--- src/rtl/core/osstk_pkg.sv ---
// Shared types and codes for the order statistic stack.
// Holds the operation and status codes and the cell command and flag types.
// No dependencies; used by osstk_cell and order_statistic_stack.
package osstk_pkg;

	// Operation codes of an input transaction.
	localparam logic [1:0] OP_PUSH = 2'd0;
	localparam logic [1:0] OP_POP  = 2'd1;
	localparam logic [1:0] OP_SEL  = 2'd2;

	// Status codes of a result transaction.
	localparam logic [1:0] ST_DONE  = 2'd0;
	localparam logic [1:0] ST_EMPTY = 2'd1;
	localparam logic [1:0] ST_FULL  = 2'd2;

	// Command broadcast to every cell of the chain.
	typedef enum logic [1:0] {
		CMD_HOLD,
		CMD_PUSH,
		CMD_POP
	} cell_cmd_t;

	// Status a cell reports to its neighbors and to the result logic.
	typedef struct packed {
		logic valid;
		logic le;
		logic top_hit;
		logic sel_hit;
	} cell_flags_t;

endpackage

--- src/rtl/core/order_statistic_stack.sv ---
// Order statistic stack: a bounded LIFO of key/value entries that also answers rank queries.
// An accepted transaction passes through EXEC, where the chain updates, and READ, which
// gathers the top and selected entries; done is registered from READ and is high once the
// sequencer is back in IDLE, where the next transaction may already be accepted. No new
// transaction is taken while busy. Reset clears every valid bit and the entry count; the
// receiver cannot stall results. Depends on osstk_pkg and osstk_cell.
module order_statistic_stack #(
	parameter int DEPTH   = 16,
	parameter int KEY_W   = 32,
	parameter int VALUE_W = 32
) (
	input  logic                       clk,
	input  logic                       arst_n,
	input  logic                       start,
	output logic                       busy,
	input  logic [1:0]                 operation,
	input  logic [KEY_W-1:0]           in_key,
	input  logic [VALUE_W-1:0]         in_value,
	input  logic [$clog2(DEPTH+1)-1:0] rank,
	output logic                       done,
	output logic [1:0]                 status,
	output logic [KEY_W-1:0]           sel_key,
	output logic [VALUE_W-1:0]         sel_value,
	output logic                       top_valid,
	output logic [KEY_W-1:0]           top_key,
	output logic [VALUE_W-1:0]         top_value,
	output logic [$clog2(DEPTH+1)-1:0] entry_count
);

	localparam int POS_W = $clog2(DEPTH);
	localparam int CNT_W = $clog2(DEPTH + 1);

	// The sequencer walks an accepted transaction through its states:
	// EXEC lets the cells shift, READ gathers the result from the settled chain.
	typedef enum logic [1:0] {
		IDLE,
		EXEC,
		READ
	} state_t;

	state_t             state_q;
	logic [1:0]         op_q;
	logic [KEY_W-1:0]   key_q;
	logic [VALUE_W-1:0] value_q;
	logic [CNT_W-1:0]   rank_q;
	logic [CNT_W-1:0]   count_q;
	logic               rank_ok;
	logic [1:0]         exec_status;
	logic               accept;

	logic                  le_chain  [DEPTH+1];
	logic                  vld_chain [DEPTH+2];
	logic [KEY_W-1:0]      key_chain [DEPTH+2];
	logic [VALUE_W-1:0]    val_chain [DEPTH+2];
	logic [POS_W-1:0]      pos_chain [DEPTH+2];
	osstk_pkg::cell_flags_t flags    [DEPTH];
	logic [DEPTH-1:0]      valid_vec;

	osstk_pkg::cell_cmd_t cmd;
	logic [KEY_W-1:0]     ref_key;
	logic [POS_W-1:0]     match_pos;
	logic [POS_W-1:0]     sel_idx;
	logic [KEY_W-1:0]     top_key_or;
	logic [VALUE_W-1:0]   top_value_or;
	logic [KEY_W-1:0]     sel_key_or;
	logic [VALUE_W-1:0]   sel_value_or;

	assign accept = start && !busy;
	assign busy   = (state_q == EXEC) || (state_q == READ);

	// The rank check depends only on the registered rank and the count, which a select does not change.
	assign rank_ok = (rank_q != '0) && (rank_q <= count_q);

	always_comb begin
		exec_status = osstk_pkg::ST_EMPTY;
		unique case (op_q)
			osstk_pkg::OP_PUSH: begin
				exec_status = (count_q == CNT_W'(DEPTH)) ? osstk_pkg::ST_FULL
					: osstk_pkg::ST_DONE;
			end
			osstk_pkg::OP_POP: begin
				exec_status = (count_q != '0) ? osstk_pkg::ST_DONE : osstk_pkg::ST_EMPTY;
			end
			osstk_pkg::OP_SEL: begin
				exec_status = rank_ok ? osstk_pkg::ST_DONE : osstk_pkg::ST_EMPTY;
			end
			default: begin
				exec_status = osstk_pkg::ST_EMPTY;
			end
		endcase
	end

	// Command and compare reference shared by every cell. During a pop the cells compare
	// against the registered top key, which always mirrors the newest entry.
	always_comb begin
		cmd     = osstk_pkg::CMD_HOLD;
		ref_key = key_q;
		if (state_q == EXEC) begin
			if (op_q == osstk_pkg::OP_PUSH && count_q != CNT_W'(DEPTH)) begin
				cmd = osstk_pkg::CMD_PUSH;
			end else if (op_q == osstk_pkg::OP_POP && count_q != '0) begin
				cmd     = osstk_pkg::CMD_POP;
				ref_key = top_key;
			end
		end
	end

	// The newest entry carries stack position count minus one, both before a pop in EXEC
	// and after the update in READ.
	assign match_pos = POS_W'(count_q - CNT_W'(1));
	assign sel_idx   = POS_W'(rank_q - CNT_W'(1));

	// Chain ends: the cell left of the first acts as a kept entry, the one right of the
	// last is empty.
	assign le_chain[0]         = 1'b1;
	assign vld_chain[0]        = 1'b0;
	assign key_chain[0]        = '0;
	assign val_chain[0]        = '0;
	assign pos_chain[0]        = '0;
	assign vld_chain[DEPTH+1]  = 1'b0;
	assign key_chain[DEPTH+1]  = '0;
	assign val_chain[DEPTH+1]  = '0;
	assign pos_chain[DEPTH+1]  = '0;

	for (genvar i = 0; i < DEPTH; i++) begin : g_cell
		osstk_cell #(
			.KEY_W   (KEY_W),
			.VALUE_W (VALUE_W),
			.POS_W   (POS_W),
			.IDX     (i)
		) u_cell (
			.clk         (clk),
			.arst_n      (arst_n),
			.cmd         (cmd),
			.ref_key     (ref_key),
			.new_value   (value_q),
			.new_pos     (POS_W'(count_q)),
			.match_pos   (match_pos),
			.sel_idx     (sel_idx),
			.left_le     (le_chain[i]),
			.left_valid  (vld_chain[i]),
			.left_key    (key_chain[i]),
			.left_value  (val_chain[i]),
			.left_pos    (pos_chain[i]),
			.right_valid (vld_chain[i+2]),
			.right_key   (key_chain[i+2]),
			.right_value (val_chain[i+2]),
			.right_pos   (pos_chain[i+2]),
			.flags       (flags[i]),
			.key         (key_chain[i+1]),
			.value       (val_chain[i+1]),
			.pos         (pos_chain[i+1])
		);
		assign le_chain[i+1] = flags[i].le;
		assign vld_chain[i+1] = flags[i].valid;
		assign valid_vec[i]  = flags[i].valid;
	end

	// At most one cell hits for top and one for select, so an OR of gated entries picks it.
	always_comb begin
		top_key_or   = '0;
		top_value_or = '0;
		sel_key_or   = '0;
		sel_value_or = '0;
		for (int i = 0; i < DEPTH; i++) begin
			if (flags[i].top_hit) begin
				top_key_or   = top_key_or | key_chain[i+1];
				top_value_or = top_value_or | val_chain[i+1];
			end
			if (flags[i].sel_hit) begin
				sel_key_or   = sel_key_or | key_chain[i+1];
				sel_value_or = sel_value_or | val_chain[i+1];
			end
		end
	end

	// Sequencer state, transaction registers and registered result ports.
	always_ff @(posedge clk or negedge arst_n) begin
		if (!arst_n) begin
			state_q   <= IDLE;
			count_q   <= '0;
			done      <= 1'b0;
			top_valid <= 1'b0;
			status    <= osstk_pkg::ST_DONE;
		end else begin
			done <= 1'b0;
			unique case (state_q)
				IDLE: begin
					if (accept) begin
						state_q <= EXEC;
					end
				end
				EXEC: begin
					status <= exec_status;
					if (cmd == osstk_pkg::CMD_PUSH) begin
						count_q <= count_q + CNT_W'(1);
					end else if (cmd == osstk_pkg::CMD_POP) begin
						count_q <= count_q - CNT_W'(1);
					end
					state_q <= READ;
				end
				READ: begin
					top_valid <= (count_q != '0);
					done      <= 1'b1;
					state_q   <= IDLE;
				end
				default: begin
					state_q <= IDLE;
				end
			endcase
		end
	end

	always_ff @(posedge clk) begin
		if (accept) begin
			op_q    <= operation;
			key_q   <= in_key;
			value_q <= in_value;
			rank_q  <= rank;
		end
		if (state_q == READ) begin
			top_key   <= top_key_or;
			top_value <= top_value_or;
			if (op_q == osstk_pkg::OP_SEL && rank_ok) begin
				sel_key   <= sel_key_or;
				sel_value <= sel_value_or;
			end else begin
				sel_key   <= '0;
				sel_value <= '0;
			end
		end
	end

	assign entry_count = count_q;

	// A result never appears while a transaction is still in flight.
	a_done_idle: assert property (@(posedge clk) disable iff (!arst_n)
		done |-> !busy)
		else $error("result strobe while busy");

	// The top flag agrees with the reported count.
	a_top_valid: assert property (@(posedge clk) disable iff (!arst_n)
		done |-> (top_valid == (entry_count != '0)))
		else $error("top_valid disagrees with entry_count");

	// A push into a full stack is reported as dropped.
	a_full_push: assert property (@(posedge clk) disable iff (!arst_n)
		(accept && operation == osstk_pkg::OP_PUSH && entry_count == CNT_W'(DEPTH))
		|-> ##3 (done && status == osstk_pkg::ST_FULL))
		else $error("push on full stack not flagged");

	// Between transactions the occupied cells match the count.
	a_cell_count: assert property (@(posedge clk) disable iff (!arst_n)
		(state_q == IDLE) |-> ($countones(valid_vec) == int'(count_q)))
		else $error("cell valid bits disagree with count");

endmodule

--- src/rtl/core/osstk_cell.sv ---
// One cell of the sorted chain: holds a single key/value entry and its stack position.
// Depends on osstk_pkg for the command and flag types.
// On push it keeps, takes the new entry or takes its left neighbor; on pop it may take its right.
module osstk_cell #(
	parameter int KEY_W   = 32,
	parameter int VALUE_W = 32,
	parameter int POS_W   = 4,
	parameter int IDX     = 0
) (
	input  logic                 clk,
	input  logic                 arst_n,
	input  osstk_pkg::cell_cmd_t cmd,
	input  logic [KEY_W-1:0]     ref_key,
	input  logic [VALUE_W-1:0]   new_value,
	input  logic [POS_W-1:0]     new_pos,
	input  logic [POS_W-1:0]     match_pos,
	input  logic [POS_W-1:0]     sel_idx,
	input  logic                 left_le,
	input  logic                 left_valid,
	input  logic [KEY_W-1:0]     left_key,
	input  logic [VALUE_W-1:0]   left_value,
	input  logic [POS_W-1:0]     left_pos,
	input  logic                 right_valid,
	input  logic [KEY_W-1:0]     right_key,
	input  logic [VALUE_W-1:0]   right_value,
	input  logic [POS_W-1:0]     right_pos,
	output osstk_pkg::cell_flags_t flags,
	output logic [KEY_W-1:0]     key,
	output logic [VALUE_W-1:0]   value,
	output logic [POS_W-1:0]     pos
);

	logic               valid_q;
	logic [KEY_W-1:0]   key_q;
	logic [VALUE_W-1:0] value_q;
	logic [POS_W-1:0]   pos_q;
	logic               le;
	logic               take_new;
	logic               take_left;
	logic               take_right;

	// Keys not greater than the pushed key stay; the first cell past them takes the new entry.
	assign le         = valid_q && (key_q <= ref_key);
	assign take_new   = (cmd == osstk_pkg::CMD_PUSH) && !le && left_le;
	assign take_left  = (cmd == osstk_pkg::CMD_PUSH) && !le && !left_le;
	// The newest entry is the last of its equal-key group, so everything from it on moves left.
	assign take_right = (cmd == osstk_pkg::CMD_POP) && valid_q &&
		((pos_q == match_pos) || (key_q > ref_key));

	always_ff @(posedge clk or negedge arst_n) begin
		if (!arst_n) begin
			valid_q <= 1'b0;
		end else if (take_new) begin
			valid_q <= 1'b1;
		end else if (take_left) begin
			valid_q <= left_valid;
		end else if (take_right) begin
			valid_q <= right_valid;
		end
	end

	always_ff @(posedge clk) begin
		if (take_new) begin
			key_q   <= ref_key;
			value_q <= new_value;
			pos_q   <= new_pos;
		end else if (take_left) begin
			key_q   <= left_key;
			value_q <= left_value;
			pos_q   <= left_pos;
		end else if (take_right) begin
			key_q   <= right_key;
			value_q <= right_value;
			pos_q   <= right_pos;
		end
	end

	assign flags.valid   = valid_q;
	assign flags.le      = le;
	assign flags.top_hit = valid_q && (pos_q == match_pos);
	assign flags.sel_hit = valid_q && (sel_idx == POS_W'(IDX));
	assign key           = key_q;
	assign value         = value_q;
	assign pos           = pos_q;

endmodule

--- config.mk ---
export PLATFORM = sky130hd
export DESIGN_NAME = order_statistic_stack
export DESIGN_NICKNAME = d
export VERILOG_FILES = /design/src/rtl/core/osstk_pkg.sv /design/src/rtl/core/order_statistic_stack.sv /design/src/rtl/core/osstk_cell.sv
export SDC_FILE = /design/constraint.sdc
export NUM_CORES = 2
export LEC_CHECK = 0
export BUFFER_PORTS_ARGS = -buffer_cell sky130_fd_sc_hd__buf_2
export CAP_MARGIN = 20
export CELL_PAD_IN_SITES_DETAIL_PLACEMENT = 1
export CELL_PAD_IN_SITES_GLOBAL_PLACEMENT = 2
export CORE_UTILIZATION = 35
export CTS_BUF_LIST = sky130_fd_sc_hd__clkbuf_16
export CTS_CLUSTER_DIAMETER = 30
export DETAILED_ROUTE_END_ITERATION = 12
export PLACE_DENSITY_LB_ADDON = 0.1
export SETUP_SLACK_MARGIN = 0.2
export SLEW_MARGIN = 20
export SYNTH_ARGS = -nofsm -noshare
export SYNTH_HDL_FRONTEND = slang
export SYNTH_SLANG_ARGS = --single-unit
--- constraint.sdc ---
create_clock -name clk -period 11.15 [get_ports clk]
set_input_delay 0 -clock clk [delete_from_list [all_inputs] [get_ports clk]]
set_output_delay 0 -clock clk [all_outputs]
set_load 0.01 [all_outputs]
# After elaboration in Yosys (flattened, before gate mapping)
# Index checks and enable logic that the tools add are counted.
[totals]
word_cells = 667
register_bits = 1314
output_inout_bits = 138
[classes]
muxes = 266
bitwise = 60
reduce_logical = 188
magnitude_cmp = 33
addsub = 3
eq_ne = 40
[ops]
columns = ["cell", "n"]
rows = [
  ["32-bit 2-to-1 mux", 160],
  ["32-bit OR", 60],
  ["32-bit greater-than comparator", 16],
  ["32-bit <= comparator", 16],
  ["4-bit 2-to-1 mux", 47],
  ["1-bit logical AND", 131],
  ["4-bit equality test", 16],
  ["1-bit 2-to-1 mux", 50],
  ["3-bit nonzero test", 15],
  ["4-bit equality test (second input constant)", 8],
  ["1-bit logical NOT", 17],
  ["1-bit logical OR", 17],
  ["4-bit by 3-bit equality test with 1-bit output (second input constant)", 4],
  ["2-bit 2-to-1 mux", 5],
  ["5-bit 2-to-1 mux", 2],
  ["5-bit nonzero test", 2],
  ["4-bit by 2-bit equality test with 1-bit output (second input constant)", 2],
  ["2-bit by 1-bit equality test with 1-bit output (second input constant)", 3],
  ["2-bit equality test (second input constant)", 3],
  ["2-bit one-hot mux with 3 select lines", 1],
  ["5-bit by 1-bit adder with 5-bit output (second input constant)", 1],
  ["5-bit equality test (second input constant)", 1],
  ["5-bit <= comparator", 1],
  ["5-bit != test (second input constant)", 1],
  ["9 further kinds", 11],
]

# Logic depth before layout (Yosys ltp)
[depth]
depth_word = 34
ltp_mapped = 24
mapped_depth_nobuf = 15

# Cells and area by module
# From an unflattened synthesis, not the netlist that was laid out.
[unflattened]
cells_unflattened = 8642
area_unflattened_um2 = 103942.2
[modules_own_cells]
columns = ["mod", "area_each_um2", "instances", "seq_area_each_um2", "cells_each"]
rows = [
  ["osstk_cell (g_cell[11].u_cell ...)", 5323.9, 8, 2067.0, 429],
  ["osstk_cell (g_cell[10].u_cell ...)", 5326.4, 4, 2067.0, 429],
  ["order_statistic_stack", 18759.2, 1, 6251.0, 1778],
  ["osstk_cell (g_cell[12].u_cell ...)", 5321.4, 3, 2067.0, 429],
  ["osstk_cell (g_cell[0].u_cell)", 5322.6, 1, 2067.0, 429],
]

# Worst setup path after synthesis
# OpenSTA, ideal clock, no wires.
[synth_timing]
kind = "reg2reg"
start = "register count_q[0] (netlist: entry_count[0])"
end = "register g_cell[2].u_cell.key_q[0], enable pin"
period_less_slack_ns = 10.942
stages_incl_launch_ff = 23
arrival_ns = 10.339
slack_ns = 0.208
required_time_ns = 10.547
cell_sequence = "dfrtp_1 buf_2 buf_2 clkbuf_1 inv_1 ha_1 buf_2 nor4b_1 nor3_1 clkbuf_1 nand2_1 nand2_1 inv_1 ha_1 nand4_1 or4_1 a21o_1 a31oi_1 o32a_1 clkbuf_1 clkbuf_1 nor3_1 a221oi_1"
[synth_between]
elab_chain_cells = 11
[synth_rtl]
columns = ["element", "line", "source"]
rows = [
  ["from (decl)", "order_statistic_stack.sv:46", "logic [CNT_W-1:0] count_q;"],
  ["from (signal assigned)", "order_statistic_stack.sv:196", "count_q <= count_q + CNT_W'(1);"],
  ["from (signal assigned)", "order_statistic_stack.sv:198", "count_q <= count_q - CNT_W'(1);"],
  ["5-bit nonzero test", "order_statistic_stack.sv:101", "end else if (op_q == osstk_pkg::OP_POP && count_q != '0) begin"],
  ["1-bit logical AND", "order_statistic_stack.sv:101", ""],
  ["32-bit 2-to-1 mux", "order_statistic_stack.sv:101", ""],
  ["32-bit 2-to-1 mux", "order_statistic_stack.sv:99", "if (op_q == osstk_pkg::OP_PUSH && count_q != CNT_W'(DEPTH)) begin"],
  ["32-bit 2-to-1 mux", "order_statistic_stack.sv:98", "if (state_q == EXEC) begin"],
  ["32-bit <= comparator", "osstk_cell.sv:43", "assign le = valid_q && (key_q <= ref_key);"],
  ["1-bit logical AND", "osstk_cell.sv:43", ""],
  ["1-bit logical NOT", "osstk_cell.sv:44, osstk_cell.sv:45", ""],
  ["1-bit logical AND", "osstk_cell.sv:44, osstk_cell.sv:45", ""],
  ["1-bit logical AND (on tied branches)", "osstk_cell.sv:45, osstk_cell.sv:44", ""],
  ["3-bit nonzero test (no source line) *", "n/a", ""],
  ["to (signal assigned)", "osstk_cell.sv:64", "key_q <= ref_key;"],
  ["to (signal assigned)", "osstk_cell.sv:68", "key_q <= left_key;"],
  ["to (signal assigned)", "osstk_cell.sv:72", "key_q <= right_key;"],
  ["to (decl)", "osstk_cell.sv:34", "logic [KEY_W-1:0] key_q;"],
]
# Mark *: on every way between the ends. The rest lies on a longest branch, timed or not.
# A chain may end at the register's enable or synchronous reset.

# Worst setup path in the final report
[layout_timing]
start = "register count_q[0] (netlist: entry_count[0])"
end = "register g_cell[13].u_cell.value_q[9], enable pin"
[layout_between]
elab_chain_cells = 11
[layout_rtl]
columns = ["element", "line", "source"]
rows = [
  ["5-bit nonzero test", "order_statistic_stack.sv:101", ""],
  ["1-bit logical AND", "order_statistic_stack.sv:101", ""],
  ["32-bit 2-to-1 mux", "order_statistic_stack.sv:101", ""],
  ["32-bit 2-to-1 mux", "order_statistic_stack.sv:99", ""],
  ["32-bit 2-to-1 mux", "order_statistic_stack.sv:98", ""],
  ["32-bit <= comparator", "osstk_cell.sv:43", ""],
  ["1-bit logical AND", "osstk_cell.sv:43", ""],
  ["1-bit logical NOT", "osstk_cell.sv:44, osstk_cell.sv:45", ""],
  ["1-bit logical AND", "osstk_cell.sv:44, osstk_cell.sv:45", ""],
  ["1-bit logical AND (on tied branches)", "osstk_cell.sv:45, osstk_cell.sv:44", ""],
  ["3-bit nonzero test (no source line) *", "n/a", ""],
  ["to (signal assigned)", "osstk_cell.sv:65", "value_q <= new_value;"],
  ["to (signal assigned)", "osstk_cell.sv:69", "value_q <= left_value;"],
  ["to (signal assigned)", "osstk_cell.sv:73", "value_q <= right_value;"],
  ["to (decl)", "osstk_cell.sv:35", "logic [VALUE_W-1:0] value_q;"],
]
# Marked as above.

==> impl_metrics.env <==
export IMPL_main_combinational_cell_family_by_area_after_synthesis="compound AO/OA/AOI/OAI gates"
export IMPL_clock_sinks=1314
export IMPL_worst_path_dominant_cell_family="simple AND/OR/NAND/NOR gates"
export IMPL_highest_ir_drop_seen_on_vdd_v=0.0003294
export IMPL_cell_count_after_synthesis=8150
export IMPL_synth_xor_area_share=0.009433
export IMPL_synthAdderAreaFrac=0.07464
export IMPL_worstRegToRegCells=18
export IMPL_drc=0
export IMPL_worst_clock_skew_ps=111.5
export IMPL_antenna_violating_nets_post_route=0
export IMPL_end_of_the_worst_register_to_register_path="g_cell[13].u_cell.value[9]"
export IMPL_critical_path_endpoint="g_cell[13].u_cell.value[9]"
export IMPL_crit_buf_inv=5
export IMPL_worst_r2r_setup_slack_ps=1430
export IMPL_clockRootBuffer="clkbuf_16"
export IMPL_via_per_inst=7.229
export IMPL_grt_antenna_before_repair=31
export IMPL_gr_total_overflow=0
export IMPL_max_stage_delay_ps=880
export IMPL_cts_path_max_buffers=4
export IMPL_post_synth_edffs=1287
export IMPL_route_final_wire_length_um=545800
export IMPL_p_per_area_mw_per_mm2=357.3
export IMPL_globalRouteTotalUtil=0.4193
export IMPL_detailed_place_area_mm2=0.09274
export IMPL_mappedNetlistNets=8747
export IMPL_numPlacedInstances=11166
export IMPL_synth_compound_gate_area_share=0.2179
export IMPL_ys_types=79
export IMPL_design_core_area_mm2=0.2489
export IMPL_detail_route_iter0_violations=13162
export IMPL_cap_violations=0
export IMPL_port_buffer_count=211
export IMPL_setup_worst_path_class="reg -> reg"
export IMPL_power_leakage_nw=39.98
export IMPL_synthSimpleGateAreaFrac=0.08411
export IMPL_die_area_mm2=0.2525
export IMPL_cts_clk_slew_worst_paths_ps=50
export IMPL_layout_worst_path_cycle_share=0.8718
export IMPL_timing_slew_headroom=0.1300
export IMPL_crit_path_cell_trace="inv_1 > ha_1 > nor4b_1 > or3_4 > buf_4 > nand2_1 > nand2_1 > inv_1 > ha_1 > nand4_1 > nor4_2 > a221oi_1 > o21ai_0 > a22oi_2 > nand2b_4 > a221oi_4 > buf_4 > buf_4"
export IMPL_h_tree_levels=5
export IMPL_timing_critical_path_depth=18
export IMPL_die_height_um=502.5
export IMPL_syn_area_per_cell_um2=10.76
export IMPL_fin_nets=8993
export IMPL_io_pin_count=212
export IMPL_area_growth_from_synthesis_to_final_layout_pct=23.76
export IMPL_worst_slew_pin_transition_ps=1305
export IMPL_hpwlAfterDp_um=320900
export IMPL_grt_max_degree=138
export IMPL_final_instance_count_excl_fill=12083
export IMPL_clk_latency_ps=960
export IMPL_synth_mux_area_frac=0.1277
export IMPL_fill_cells=26444
export IMPL_achievable_frequency_mhz=102.9
export IMPL_timing_final_max_slew_violations=0
export IMPL_synth_area_leader="edfxtp_1"
export IMPL_final_area_mm2=0.1085
export IMPL_grt_pass1_vias=85710
export IMPL_worstHoldPathType="in -> async"
export IMPL_outcome="completed"
export IMPL_detail_route_first_pass_iterations=8
export IMPL_place_gp_congestion=0.9914
export IMPL_timing_hold_violations_final=0
export IMPL_final_core_utilization=0.4359
export IMPL_worst_path_max_delay_cell="buf_4"
export IMPL_synth_area_top_cells="edfxtp_1 44%, ha_1 7.5%, mux2i_1 6.7%, mux2_2 5.8%, o21ai_0 5.0%"
export IMPL_timing_critical_path_arrival_ps=10250
export IMPL_avgRoutedWirePerCell_um=45.17
export IMPL_asyncSetResetFlopFracSynth=0.02055
export IMPL_worst_setup_path_startpoint="entry_count[0]"
export IMPL_netlist_area_mm2=0.08768
export IMPL_totalNegativeSetupSlack_ps=0
export IMPL_yosys_most_used_dff="edfxtp_1"
export IMPL_seq_area_frac_synth=0.4485
export IMPL_timing_critical_path_fanout_max=38
export IMPL_synth_most_common_cell="edfxtp_1"
export IMPL_final_period_minus_worst_setup_slack_ps=9721
export IMPL_site_rows=183
export IMPL_critPathMostFrequentCell="buf_4"
export IMPL_cts_tree="done"
export IMPL_die_w_um=502.5
export IMPL_num_vias=87353
export IMPL_yosys_register_bits=1314
export IMPL_start_util=0.3523
export IMPL_finalPower_mw=38.76
export IMPL_critPathLaunchType="flop"
export IMPL_yosysWarningCount=0
export IMPL_worst_ep_required_time_ps=11680
export IMPL_rsz0062_at_grt="false"
export IMPL_timing_rr_start="entry_count[0]"
export IMPL_synth_cells_most_frequent="1,287 x edfxtp_1, 883 x o21ai_0, 684 x nand2_1, 589 x mux2i_1, 531 x clkbuf_1"
export IMPL_synth_top_area_frac=0.4408
export IMPL_finalSetupViolations=0
export IMPL_grt_first_pass_wirelength_um=732900
export IMPL_layout_drive_gt1_share=0.1844
export IMPL_cts_made_buffers=411
export IMPL_end_kind="flop"
repair_timing:
action	in CTS	in global routing
resized for setup	0	0
buffers inserted	0	0
hold buffers	146	0
hold endpoints to repair	111	0
area by class of cell:
class | count | area, um2 | share of cell area
diodes | 6 | 15.01 | 0.0001384
multi-input cells | 6008 | 45930 | 0.4233
clock buffers | 418 | 10460 | 0.09640
flip-flops and latches | 1314 | 39330 | 0.3625
clock inverters | 346 | 3789 | 0.03492
well taps | 3330 | 4167 | 0.03840
repair buffers | 574 | 4479 | 0.04128
inverters | 87 | 331.6 | 0.003056
worst reg2reg max path: stages (launching register included):
cell	delay, ps
dfrtp_2	710
inv_1	200
ha_1	400
nor4b_1	730
or3_4	640
buf_4	690
nand2_1	140
nand2_1	500
inv_1	570
ha_1	500
nand4_1	150
nor4_2	650
a221oi_1	170
o21ai_0	380
a22oi_2	320
nand2b_4	690
a221oi_4	540
buf_4	360
buf_4	890
kinds of logic (layout without fill, tap and decap cells):
family                     after synthesis  count (layout)
xor gates and xnor gates                70              70
other                                    0               6
muxes                                 1060            1060
AOI/OAI and AO/OA                     2816            2816
adders and majority gates              523             523
buffers and inverters                  828            1425
and+or+nand+nor                       1539            1539
DFF                                   1314            1314
worst min-delay path by stage:
stage | startpoint | end | slack [ps] | depth (start not counted)
4_1_cts | arst_n | status[0] | 100 | 4
3_3_place_gp | arst_n | entry_count[2] | 160 | 1
2_1_floorplan | arst_n | done | -300 | 0
3_5_place_dp | arst_n | entry_count[2] | 160 | 1
6_report | arst_n | status[0] | 140 | 4
5_1_grt | arst_n | status[0] | 150 | 4
stage by stage:
stage / hold WS (ps) / worst slack [ps]
after floorplan: -295.6 / 207.7
after global placement: 159.0 / 1241
after detailed placement: 163.6 / 1849
after CTS: 95.27 / 1790
after global routing: 147.8 / 1386
final: 137.3 / 1429
where the power goes:
| part | total (mW) | switching [mW] | internal, mW | leakage [nW] |
|---|---|---|---|---|
| sequential | 8.69 | 1.53 | 7.16 | 12.0 |
| clock | 12.1 | 3.67 | 8.47 | 7.13 |
| combinational | 17.9 | 12.7 | 5.27 | 20.8 |
| total | 38.8 | 17.9 | 20.9 | 40.0 |
placed cells by master, fill, tap and decap left out, types with 53 or more instances in the layout:
master         instances
buf_2                211
edfxtp_1            1287
a31oi_1              147
a22oi_1              251
clkbuf_16            418
clkinv_2              68
buf_4                192
a221oi_1             400
and3_1                88
clkinv_1              90
ha_1                 522
mux2i_1              589
o31ai_1               66
nor3_1                90
o21ai_1               53
inv_1                144
dlygate4sd3_1        145
mux2_2               450
nand3_1              125
a22o_1               397
nand2_1              682
bufinv_16             77
nand4_1              210
o211ai_1              90
o21ai_0              877
a21oi_1              279
nor2_1               171
metal layers:
metal / share of wire / vias to the layer above / global-route usage
met2: 0.42 / 7126 / 0.6195
li1: - / 33320 / -
met4: 0.081 / 32 / 0.2846
met5: 0.00040 / - / 0.0001903
met3: 0.12 / 2259 / 0.1125
met1: 0.38 / 44616 / 0.5333
Note: power is estimated with default switching activity, not from simulation.
